`config.mk`:
```
export PLATFORM = sky130hd
export DESIGN_NAME = sacp_ram
export DESIGN_NICKNAME = d
export VERILOG_FILES = /design/src/rtl/core/set_assoc_cache_tag_policy_core_assert.svh /design/src/rtl/core/sacp_ram.sv
export SDC_FILE = /design/constraint.sdc
export NUM_CORES = 1
export LEC_CHECK = 0
export ABC_AREA = 1
export BUFFER_PORTS_ARGS = -buffer_cell sky130_fd_sc_hd__buf_2
export CORE_MARGIN = 1
export CORE_UTILIZATION = 34
export CTS_CLUSTER_SIZE = 14
export DETAILED_ROUTE_END_ITERATION = 10
export GPL_TIMING_DRIVEN = 1
export PLACE_DENSITY = 0.48
export SETUP_SLACK_MARGIN = 0.15
export SYNTH_ARGS = -nofsm -noshare
export SYNTH_HDL_FRONTEND = slang
export SYNTH_SLANG_ARGS = --single-unit
```
`constraint.sdc`:
```
create_clock -name clk -period 3.4 [get_ports clk]
set_clock_uncertainty 0.2 [all_clocks]
set_input_delay 0.51 -clock clk [delete_from_list [all_inputs] [get_ports clk]]
set_output_delay 0.51 -clock clk [all_outputs]
set_load 0.005 [all_outputs]
```
`src/rtl/core/set_assoc_cache_tag_policy_core_assert.svh`:
```
// Assertion macros for the cache tag and replacement engine.
// Included by the files that carry concurrent assertions; needs clk and rst_n in scope.
`ifndef SET_ASSOC_CACHE_TAG_POLICY_CORE_ASSERT_SVH
`define SET_ASSOC_CACHE_TAG_POLICY_CORE_ASSERT_SVH
`ifndef ASSERT_OFF
`define SACP_ASSERT(label, prop, msg) \
  label: assert property (@(posedge clk) disable iff (!rst_n) prop) else $error(msg);
`define SACP_ASSERT_NEVER(label, expr, msg) \
  label: assert property (@(posedge clk) disable iff (!rst_n) !(expr)) else $error(msg);
`else
`define SACP_ASSERT(label, prop, msg)
`define SACP_ASSERT_NEVER(label, expr, msg)
`endif
`endif

```
`src/rtl/core/sacp_ram.sv`:
```
// Generic single-write, single-read RAM with a registered read port.
// No dependencies.
module sacp_ram #(
  parameter int WIDTH = 8,
  parameter int DEPTH = 64
) (
  input  logic                     clk,
  input  logic                     we,
  input  logic [$clog2(DEPTH)-1:0] waddr,
  input  logic [WIDTH-1:0]         wdata,
  input  logic                     re,
  input  logic [$clog2(DEPTH)-1:0] raddr,
  output logic [WIDTH-1:0]         rdata
);

  logic [WIDTH-1:0] mem [DEPTH];
  logic [WIDTH-1:0] rdata_r;

  always_ff @(posedge clk) begin
    if (we) begin
      mem[waddr] <= wdata;
    end
    if (re) begin
      rdata_r <= mem[raddr];
    end
  end

  assign rdata = rdata_r;

endmodule

```
==> impl_metrics.py <==
metrics = {
    "global_routing": {
        "grt_antenna_before_repair": 5,
        "grt_max_degree": 129,
        "grt_pass1_vias": 13200,
        "grt_remaining_overflow": 0,
        "grt_pass1_wl_mm": 88.6,
        "grtUsageTotal_pct": 18.9,
    },
    "logic_synthesis": {
        "synthCells": 1805,
        "synth_cell_types": 15,
        "synth.area.top_cells": "edfxtp_1 (73%), nand2_1 (11%), nand3_1 (10%), buf_6 (1.8%), nor2_1 (0.98%)",
        "synthDominantCellAreaShare_pct": 72.9,
        "synth_fp_nets": 1828,
        "ys_seq_area_share_pct": 72.9,
        "avgSynthCellArea_sq_um": 11.9,
        "synth_top_area_cell": "edfxtp_1",
        "yosys_warnings": 0,
        "synth_area_sq_um": 21400,
        "synth_seq_cells": 520,
    },
    "sta": {
        "rsz0062_at_grt": "no",
        "fin_ws_ns": 0.846,
        "relSlewSlack_pct": 35.5,
        "setup_tns_ns": 0,
        "setup_viol": 0,
        "max_freq_mhz": 392,
        "worst_hold_slack_ns": 0.0858,
        "period_share_pct": 75.1,
        "tightest_slew_ns": 0.965,
        "slew_violations": 0,
        "min_period_ns": 2.55,
        "hold_violations": 0,
    },
    "clocking": {
        "clock_sinks": 520,
        "ctsResizeCount": 0,
        "cts_buffer_depth": 3,
        "cts_tree": "done",
        "clk_pin_slew_ns": 0.06,
        "hold_buffers": 0,
        "cts_max_level": 2,
        "post-cts-setup-buffer-count": 0,
        "root_buffer": "clkbuf_16",
        "clock_latency_ns": 0.64,
        "cts_buffers": 56,
    },
    "placement": {
        "place_ws_ns": 0.412,
        "port_buffers": 30,
        "place.gp.congestion": 0.828,
        "hpwl_mm": 34.3,
    },
    "critical_path": {
        "reg2reg_to": "rdata[2]",
        "r2r_slack_ns": 1.73,
        "cp.required_ns": 3.46,
        "startpoint_type": "input pin",
        "critPathMaxFanout": 9,
        "r2r-start": "mem[51][2]",
        "worstSetupEndpointType": "register",
        "arrival_ns": 2.62,
        "rr_worst_depth": 8,
        "critical_path_class": "in -> reg",
        "cp-endpoint": "mem[6][6]",
        "cp-startpoint": "waddr[0]",
    },
    "die": {
        "rows": 91,
        "die_height_um": 253,
        "die_area_sq_um": 64000,
        "die_x_um": 253,
        "io_pins": 31,
        "start_util_pct": 34.6,
        "core_sq_um": 61900,
    },
    "cells_and_area": {
        "area_delta_synth_final_pct": 13.6,
        "nets": 1860,
        "n_fill_cell": 5975,
        "multi_input_area_sq_um": 4950,
        "antenna_cells": 0,
        "drive_above_1_share_pct": 9.24,
        "regArea_sq_um": 15600,
    },
    "pwr": {
        "total_leakage_power_nw": 8.67,
        "cellPowerDensity_nw_per_um2": 590,
        "ir_worst_vdd_mv": 0.393,
    },
    "routing": {
        "drc": 0,
        "dr.pass1.iters": 5,
        "initialDrtViolationCount": 1286,
        "wirelength_mm": 59.2,
        "wl_per_cell_um": 21.8,
        "vias": 13700,
        "final_antenna_net_count": 0,
        "drt-vias-per-instance": 5.05,
    },
    "flow_run": {
        "max_cap_violations": 0,
    },
    "status": {
        "outcome": "completed",
    },
    "worst_hold_path": {
        "worstHoldStart": "re",
        "hold_class": "in -> reg",
    },
}
worst max-delay path: stages:
cell,delay [ns]
buf_2,0.17
inv_1,0.22
nand4_1,0.79
nor2_1,0.92
cells by family after synthesis:
family / count (synthesis) / synth area share [%]
buffers and inverters: 125 / 4.01
flip-flops: 520 / 72.9
AND/OR/NAND/NOR: 1160 / 23.1
how the worst min path moves through the flow:
stage	endpoint	slack, ns	cells after the start
final	rdata[0]	0.09	1
after global routing	rdata[3]	0.06	1
after CTS	rdata[0]	0.06	1
after detailed placement	rdata[0]	0.69	8
after global placement	rdata[5]	0.68	8
after floorplan	mem[0][0]	0.41	0
stage by stage:
stage	cells	util [%]	total power [W]	instance area (sq um)
global placement	2616	36.2	0.00814	22400
finish	2720	39.3	0.0144	24300
floorplan	1805	-	0.00776	21400
global route	2720	39.3	0.0148	24300
detailed placement	2616	36.2	0.00815	22400
CTS	2720	39.3	0.0145	24300
cell type report:
cell class | count | area share [%]
sequential | 520 | 64.1
multi-input combinational | 1160 | 20.3
clock buffer | 63 | 5.86
tap | 837 | 4.30
timing repair buffer | 87 | 3.19
clock inverter | 41 | 1.95
inverter | 12 | 0.226
cell usage after synthesis:
cell and count:
buf_8 2, clkbuf_1 15, inv_6 1, inv_1 10
buf_6 35, nand4_1 9, inv_2 1, nand2_1 648
nand3_1 439, nor4_1 8, nor2_1 56, buf_2 37
edfxtp_1 520, buf_4 14, buf_1 10
placed cells by master, fill, tap and decap left out, drive strengths merged:
cell / synthesis / layout
nand2: 648 / 648
clkinvlp: 0 / 1
clkinv: 0 / 28
bufinv: 0 / 10
nand4: 9 / 9
buf: 98 / 86
inv: 12 / 14
nand3: 439 / 439
nor2: 56 / 56
clkbuf: 15 / 64
nor4: 8 / 8
edfxtp: 520 / 520
state kept, by name (all words and copies together), names as in the netlist:
register	cells
mem	512
rdata	8
report_power, final:
group          internal [W]  switching (W)
registers           0.00711      0.0000214
clock network       0.00377        0.00257
logic              0.000216       0.000656
total                0.0111        0.00325
layer usage:
layer | wire, um | part of all wire [%] | track usage, %
met1 | 27400 | 46 | 27.8
met4 | 1180 | 2.0 | 4.38
met3 | 4040 | 6.8 | 3.82
met5 | 28 | 0.047 | 0
met2 | 26600 | 45 | 28.5
Note: power is estimated with default switching activity, not from simulation.
