File: config.mk
export PLATFORM = sky130hd
export DESIGN_NAME = sacp_lookup
export DESIGN_NICKNAME = d
export VERILOG_FILES = /design/src/rtl/core/set_assoc_cache_tag_policy_core_assert.svh /design/src/rtl/core/sacp_pkg.sv /design/src/rtl/core/sacp_victim.sv /design/src/rtl/core/sacp_lookup.sv
export SDC_FILE = /design/constraint.sdc
export NUM_CORES = 1
export LEC_CHECK = 0
export BUFFER_PORTS_ARGS = -buffer_cell sky130_fd_sc_hd__buf_2
export CAP_MARGIN = 20
export CORE_AREA = 2 2 142 144
export DETAILED_ROUTE_END_ITERATION = 10
export DIE_AREA = 0 0 144 146
export PLACE_DENSITY = 0.62
export SYNTH_ARGS = -nofsm -noshare
export SYNTH_HDL_FRONTEND = slang
export SYNTH_HIERARCHICAL = 1
export SYNTH_SLANG_ARGS = --single-unit
File: constraint.sdc
create_clock -name vclk -period 13.7
set_input_delay 2.055 -clock vclk [all_inputs]
set_output_delay 2.055 -clock vclk [all_outputs]
set_load 0.1 [all_outputs]
File: src/rtl/core/set_assoc_cache_tag_policy_core_assert.svh
// Assertion macros for the cache tag and replacement engine.
// Included by the files that carry concurrent assertions; needs clk and rst_n in scope.
`ifndef SET_ASSOC_CACHE_TAG_POLICY_CORE_ASSERT_SVH
`define SET_ASSOC_CACHE_TAG_POLICY_CORE_ASSERT_SVH
`ifndef ASSERT_OFF
`define SACP_ASSERT(label, prop, msg) \
  label: assert property (@(posedge clk) disable iff (!rst_n) prop) else $error(msg);
`define SACP_ASSERT_NEVER(label, expr, msg) \
  label: assert property (@(posedge clk) disable iff (!rst_n) !(expr)) else $error(msg);
`else
`define SACP_ASSERT(label, prop, msg)
`define SACP_ASSERT_NEVER(label, expr, msg)
`endif
`endif

File: src/rtl/core/sacp_pkg.sv
// Shared types and constants of the cache tag and replacement engine.
// No dependencies; sacp_if, sacp_victim, sacp_lookup and the top level use it.
package sacp_pkg;

  localparam int NUM_SETS   = 64;
  localparam int NUM_WAYS   = 4;
  localparam int LINE_BYTES = 64;
  localparam int ADDR_BITS  = 32;

  localparam int OFF_BITS  = $clog2(LINE_BYTES);
  localparam int SET_BITS  = $clog2(NUM_SETS);
  localparam int TAG_BITS  = ADDR_BITS - OFF_BITS - SET_BITS;
  localparam int WAY_BITS  = 2;
  localparam int VLA_BITS  = 26;
  localparam int CNT_BITS  = 8;
  localparam int POL_BITS  = 2;

  localparam logic [CNT_BITS-1:0] AGE_MAX = 8'd255;
  localparam logic [CNT_BITS-1:0] USE_MAX = 8'd255;

  localparam logic [POL_BITS-1:0] POL_LRU  = 2'd0;
  localparam logic [POL_BITS-1:0] POL_MRU  = 2'd1;
  localparam logic [POL_BITS-1:0] POL_LFU  = 2'd2;
  localparam logic [POL_BITS-1:0] POL_WAY0 = 2'd3;

  localparam logic CMD_READ  = 1'b0;
  localparam logic CMD_WRITE = 1'b1;

  typedef struct packed {
    logic                valid;
    logic                dirty;
    logic [TAG_BITS-1:0] tag;
    logic [CNT_BITS-1:0] age;
    logic [CNT_BITS-1:0] use_cnt;
  } way_ent_t;

  typedef way_ent_t [NUM_WAYS-1:0] set_row_t;

  localparam int ROW_BITS = $bits(set_row_t);

  typedef struct packed {
    logic                hit;
    logic [WAY_BITS-1:0] way_used;
    logic                fill_needed;
    logic                writeback;
    logic [VLA_BITS-1:0] victim_line_address;
  } lookup_res_t;

endpackage

File: src/rtl/core/sacp_victim.sv
// Replacement victim selection over the (already aged) ways of one set.
// Depends on sacp_pkg.
module sacp_victim (
  input  sacp_pkg::set_row_t                row,
  input  logic [sacp_pkg::POL_BITS-1:0]     policy,
  output logic [sacp_pkg::WAY_BITS-1:0]     victim_way
);
  import sacp_pkg::*;

  always_comb begin
    logic [CNT_BITS-1:0] key;
    logic [CNT_BITS-1:0] v;
    logic                better;
    logic [WAY_BITS-1:0] best;
    best = '0;
    key  = (policy == POL_LFU) ? row[0].use_cnt : row[0].age;
    // Strict comparisons keep the lowest way on a tie.
    for (int w = 1; w < NUM_WAYS; w++) begin
      v      = (policy == POL_LFU) ? row[w].use_cnt : row[w].age;
      better = (policy == POL_LRU) ? (v > key) : (v < key);
      if (better) begin
        key  = v;
        best = WAY_BITS'(w);
      end
    end
    if (policy == POL_WAY0) begin
      best = '0;
    end
    victim_way = best;
  end

endmodule

File: src/rtl/core/sacp_lookup.sv
// Tag compare, allocation and state update for one access against one set row.
// Depends on sacp_pkg and sacp_victim.
module sacp_lookup (
  input  sacp_pkg::set_row_t                row_in,
  input  logic [sacp_pkg::TAG_BITS-1:0]     tag,
  input  logic [sacp_pkg::SET_BITS-1:0]     set_idx,
  input  logic                              command,
  input  logic [sacp_pkg::POL_BITS-1:0]     policy,
  output sacp_pkg::set_row_t                row_out,
  output sacp_pkg::lookup_res_t             res
);
  import sacp_pkg::*;

  set_row_t            aged;
  logic [WAY_BITS-1:0] victim_way;

  // Every way of the set below AGE_MAX ages by one before the victim is chosen.
  always_comb begin
    aged = row_in;
    for (int w = 0; w < NUM_WAYS; w++) begin
      if (row_in[w].age != AGE_MAX) begin
        aged[w].age = row_in[w].age + CNT_BITS'(1);
      end
    end
  end

  sacp_victim u_victim (
    .row        (aged),
    .policy     (policy),
    .victim_way (victim_way)
  );

  always_comb begin
    logic                hit;
    logic                free;
    logic [WAY_BITS-1:0] hit_way;
    logic [WAY_BITS-1:0] free_way;
    logic [WAY_BITS-1:0] way;
    logic                wb;
    hit      = 1'b0;
    free     = 1'b0;
    hit_way  = '0;
    free_way = '0;
    // Scanning downwards leaves the lowest matching way selected.
    for (int w = NUM_WAYS - 1; w >= 0; w--) begin
      if (row_in[w].valid && (row_in[w].tag == tag)) begin
        hit     = 1'b1;
        hit_way = WAY_BITS'(w);
      end
      if (!row_in[w].valid) begin
        free     = 1'b1;
        free_way = WAY_BITS'(w);
      end
    end

    if (hit) begin
      way = hit_way;
    end else if (free) begin
      way = free_way;
    end else begin
      way = victim_way;
    end
    wb = !hit && !free && aged[way].dirty;

    row_out = aged;
    row_out[way].age = '0;
    if (hit) begin
      row_out[way].dirty = aged[way].dirty | (command == CMD_WRITE);
      if (aged[way].use_cnt != USE_MAX) begin
        row_out[way].use_cnt = aged[way].use_cnt + CNT_BITS'(1);
      end
    end else begin
      row_out[way].valid   = 1'b1;
      row_out[way].dirty   = (command == CMD_WRITE);
      row_out[way].tag     = tag;
      row_out[way].use_cnt = CNT_BITS'(1);
    end

    res.hit                 = hit;
    res.way_used            = way;
    res.fill_needed         = !hit;
    res.writeback           = wb;
    res.victim_line_address = wb ? VLA_BITS'({aged[way].tag, set_idx}) : '0;
  end

endmodule

==> summary.md <==
## Placement
- **Final GP Congestion** 0.984
- **Setup WS pre-CTS** -0.0514 ns
- **instance count after placement with tap cells included** 1,486
- **post-detail-place hpwl** 28.9 mm
- **Port Buffer Count** 364

## Yosys
- **Post-Synthesis Cells** 891
- **synthesized netlist net count** 1,100
- **ranking of synthesized cells by instance count** mux2_2 (113), nand2_1 (84), xnor2_1 (76), inv_1 (54), nor2_1 (50)
- **post-synth cell types** 80
- **top-area cell type share of the netlist area** 19.7%
- **syn_area_per_cell** 7.24 um2
- **Ys Warns** 6
- **fraction of the yosys area taken by sequential cells** 0%
- **most used standard cell by instance count after synthesis** mux2_2
- **post-synthesis instance area** 0.00645 mm2
- **cell accounting for the most synthesized area** mux2_2
- **Area contributors post-synth** mux2_2 (20%), xnor2_1 (10%), ha_1 (5.4%)

## STA
- **relative max-transition margin** 32.7%
- **Setup Total Neg Slack** 0 ns
- **Worst Slack Setup Final** 0.420 ns
- **measured slew at the worst slew-check pin** 1.00 ns
- **final hold violation count** 0
- **final setup fails** 0
- **Pins Over Slew Limit** 0
- **min Tclk post-route** 13.28 ns
- **maximum clock frequency** 0.0753 GHz
- **ratio of final minimum period to clock period** 96.9%

## Cells and area
- **sequential cell count** 0
- **area of all sequential standard cells** 0 um2
- **fraction of final layout cells sized beyond drive strength 1** 47.9%
- **final non-filler cell total** 1,497
- **final core occ** 49.9%
- **net total in the final layout** 1,443
- **area growth from synthesis to layout** 49.6%
- **number of clock buffers in the layout** 0
- **antenna diode count** 0

## Power
- **IR drop worst, VDD** 0.0000642 V
- **Power Dens Cells** 75.9 mW/mm2
- **total leakage power** 4.44 nW
- **clock network fraction of design power** 0%
- **internal power** 204 uW
- **combinational power share** 100.0%
- **sequential share of power** 0%
- **switching power** 528 uW
- **switching share of total power** 72.1%

## GRT
- **met2 usage** 53.8%
- **met3 Track Usage GR** 4.34%
- **wire length of the first global-routing pass** 49.6 mm
- **highest-utilization routing layer at the global route stage** met2
- **met1 routing resource usage after global routing** 37.4%
- **largest net degree at the start of global routing** 28
- **overall track demand over capacity in global routing** 30.5%
- **number of antenna violations at the first check in global routing** 0
- **Overflow after GRT** 0
- **via count of the first global-routing pass** 8,225

## Drt
- **number of violations reported at the end of detailed-routing iteration 0** 782
- **number of nets with antenna violations after detailed routing** 0
- **total wire length after detailed routing** 34.5 mm
- **average vias per placed instance** 5.80
- **vias** 8,685
- **length of the first detailed-routing pass in iterations** 9
- **DRC violation count after routing** 0
- **Wirelength per Cell** 23.0 um

## Min path
- **worst min-delay path category** primary input to primary output

## Floorplan
- **placeable core region** 0.0193 mm2
- **area enclosed by the die boundary** 0.0210 mm2
- **initial standard-cell utilization of the core** 33.4%
- **DIE WIDTH** 144 um
- **height of the die** 146 um
- **ports placed on the boundary** 364
- **floorplan row count** 51

## Flow run
- **number of maximum-capacitance constraint violations** 0

## Run status
- **result of the run** completed

## Critical path
- **CP Launch Type** primary input
- **critical path start-end classification** primary input to primary output
- **stage delay of the slowest cell on the critical path** 0.42 ns
- **required time at the worst-slack endpoint** 11.64 ns
- **most used cell along the critical path** ha_1
- **largest driver fanout on the critical path** 20
- **master of the slowest instance on the critical path** o22ai_1
- **Critical Path Sink Type** primary output
- **Critical Path AT** 11.22 ns

per-layer routing:
layer / up-vias / wire length (um) / part of all wire (%)
li1: 3969 / - / -
met1: 4069 / 13400 / 39
met2: 568 / 16800 / 49
met3: 79 / 2920 / 8.5
met4: 0 / 1360 / 3.9
met5: - / 0 / 0
what timing repair did:
item                                    CTS  global route
hold buffers                              0             0
buffers inserted                          0            11
pin swaps                                 0             6
resized for setup                         1            12
endpoints found under the setup margin    6            63
stage by stage:
step	total power [mW]	instance area (um2)	hold WS [ns]
floorplan	0.536	6600	4.34
global placement	0.715	9480	4.46
detailed placement	0.717	9480	4.46
CTS	0.719	9490	4.46
global route	0.761	9660	4.48
finish	0.733	9660	4.46
worst max-delay path: cells and delay by family:
family	cells	cell delay (ns)
muxes	5	1.60
and+or+nand+nor	12	1.71
AOI/OAI and AO/OA	17	3.24
adders and majority gates	5	1.32
buffers and inverters	9	1.27
placed cells by master, fill, tap and decap left out, types with 19 or more instances in the layout:
cell type	instances
buf_2	306
mux2_2	113
nand2_1	84
xnor2_1	76
buf_12	59
inv_1	54
nor2_1	46
nand4_1	38
nand3_1	34
a21oi_1	34
buf_4	31
and2_1	28
ha_1	28
nor2_2	23
mux2i_1	21
o21ai_0	19
final timing paths:
path       start          to  slack [ns]  cells after the start
max   row_in[46]  row_out[2]        0.42                     48
min   set_idx[2]      res[2]        4.46                      4
logic make-up (layout without fill, tap and decap cells):
group | Yosys count | after routing | synth area share, %
mux | 140 | 140 | 24.3
buf+inv | 112 | 453 | 7.81
compound gates | 177 | 177 | 20.8
xor+xnor | 99 | 99 | 14.0
fa+ha+maj | 28 | 28 | 5.43
simple gates | 335 | 335 | 27.6
power by group through the flow:
stage	Combinational (mW)	Clock (mW)	Sequential [mW]
6_report	0.733	0	0
5_1_grt	0.761	0	0
4_1_cts	0.719	0	0
3_5_place_dp	0.717	0	0
3_3_place_gp	0.715	0	0
2_1_floorplan	0.536	0	0
layout make-up:
class / count / area [um2]
fill: 1987 / 9680
inverter: 57 / 216
multi-input combinational: 779 / 6160
tap: 265 / 332
timing repair buffer: 396 / 2950
(Power assumes the default switching activity.)
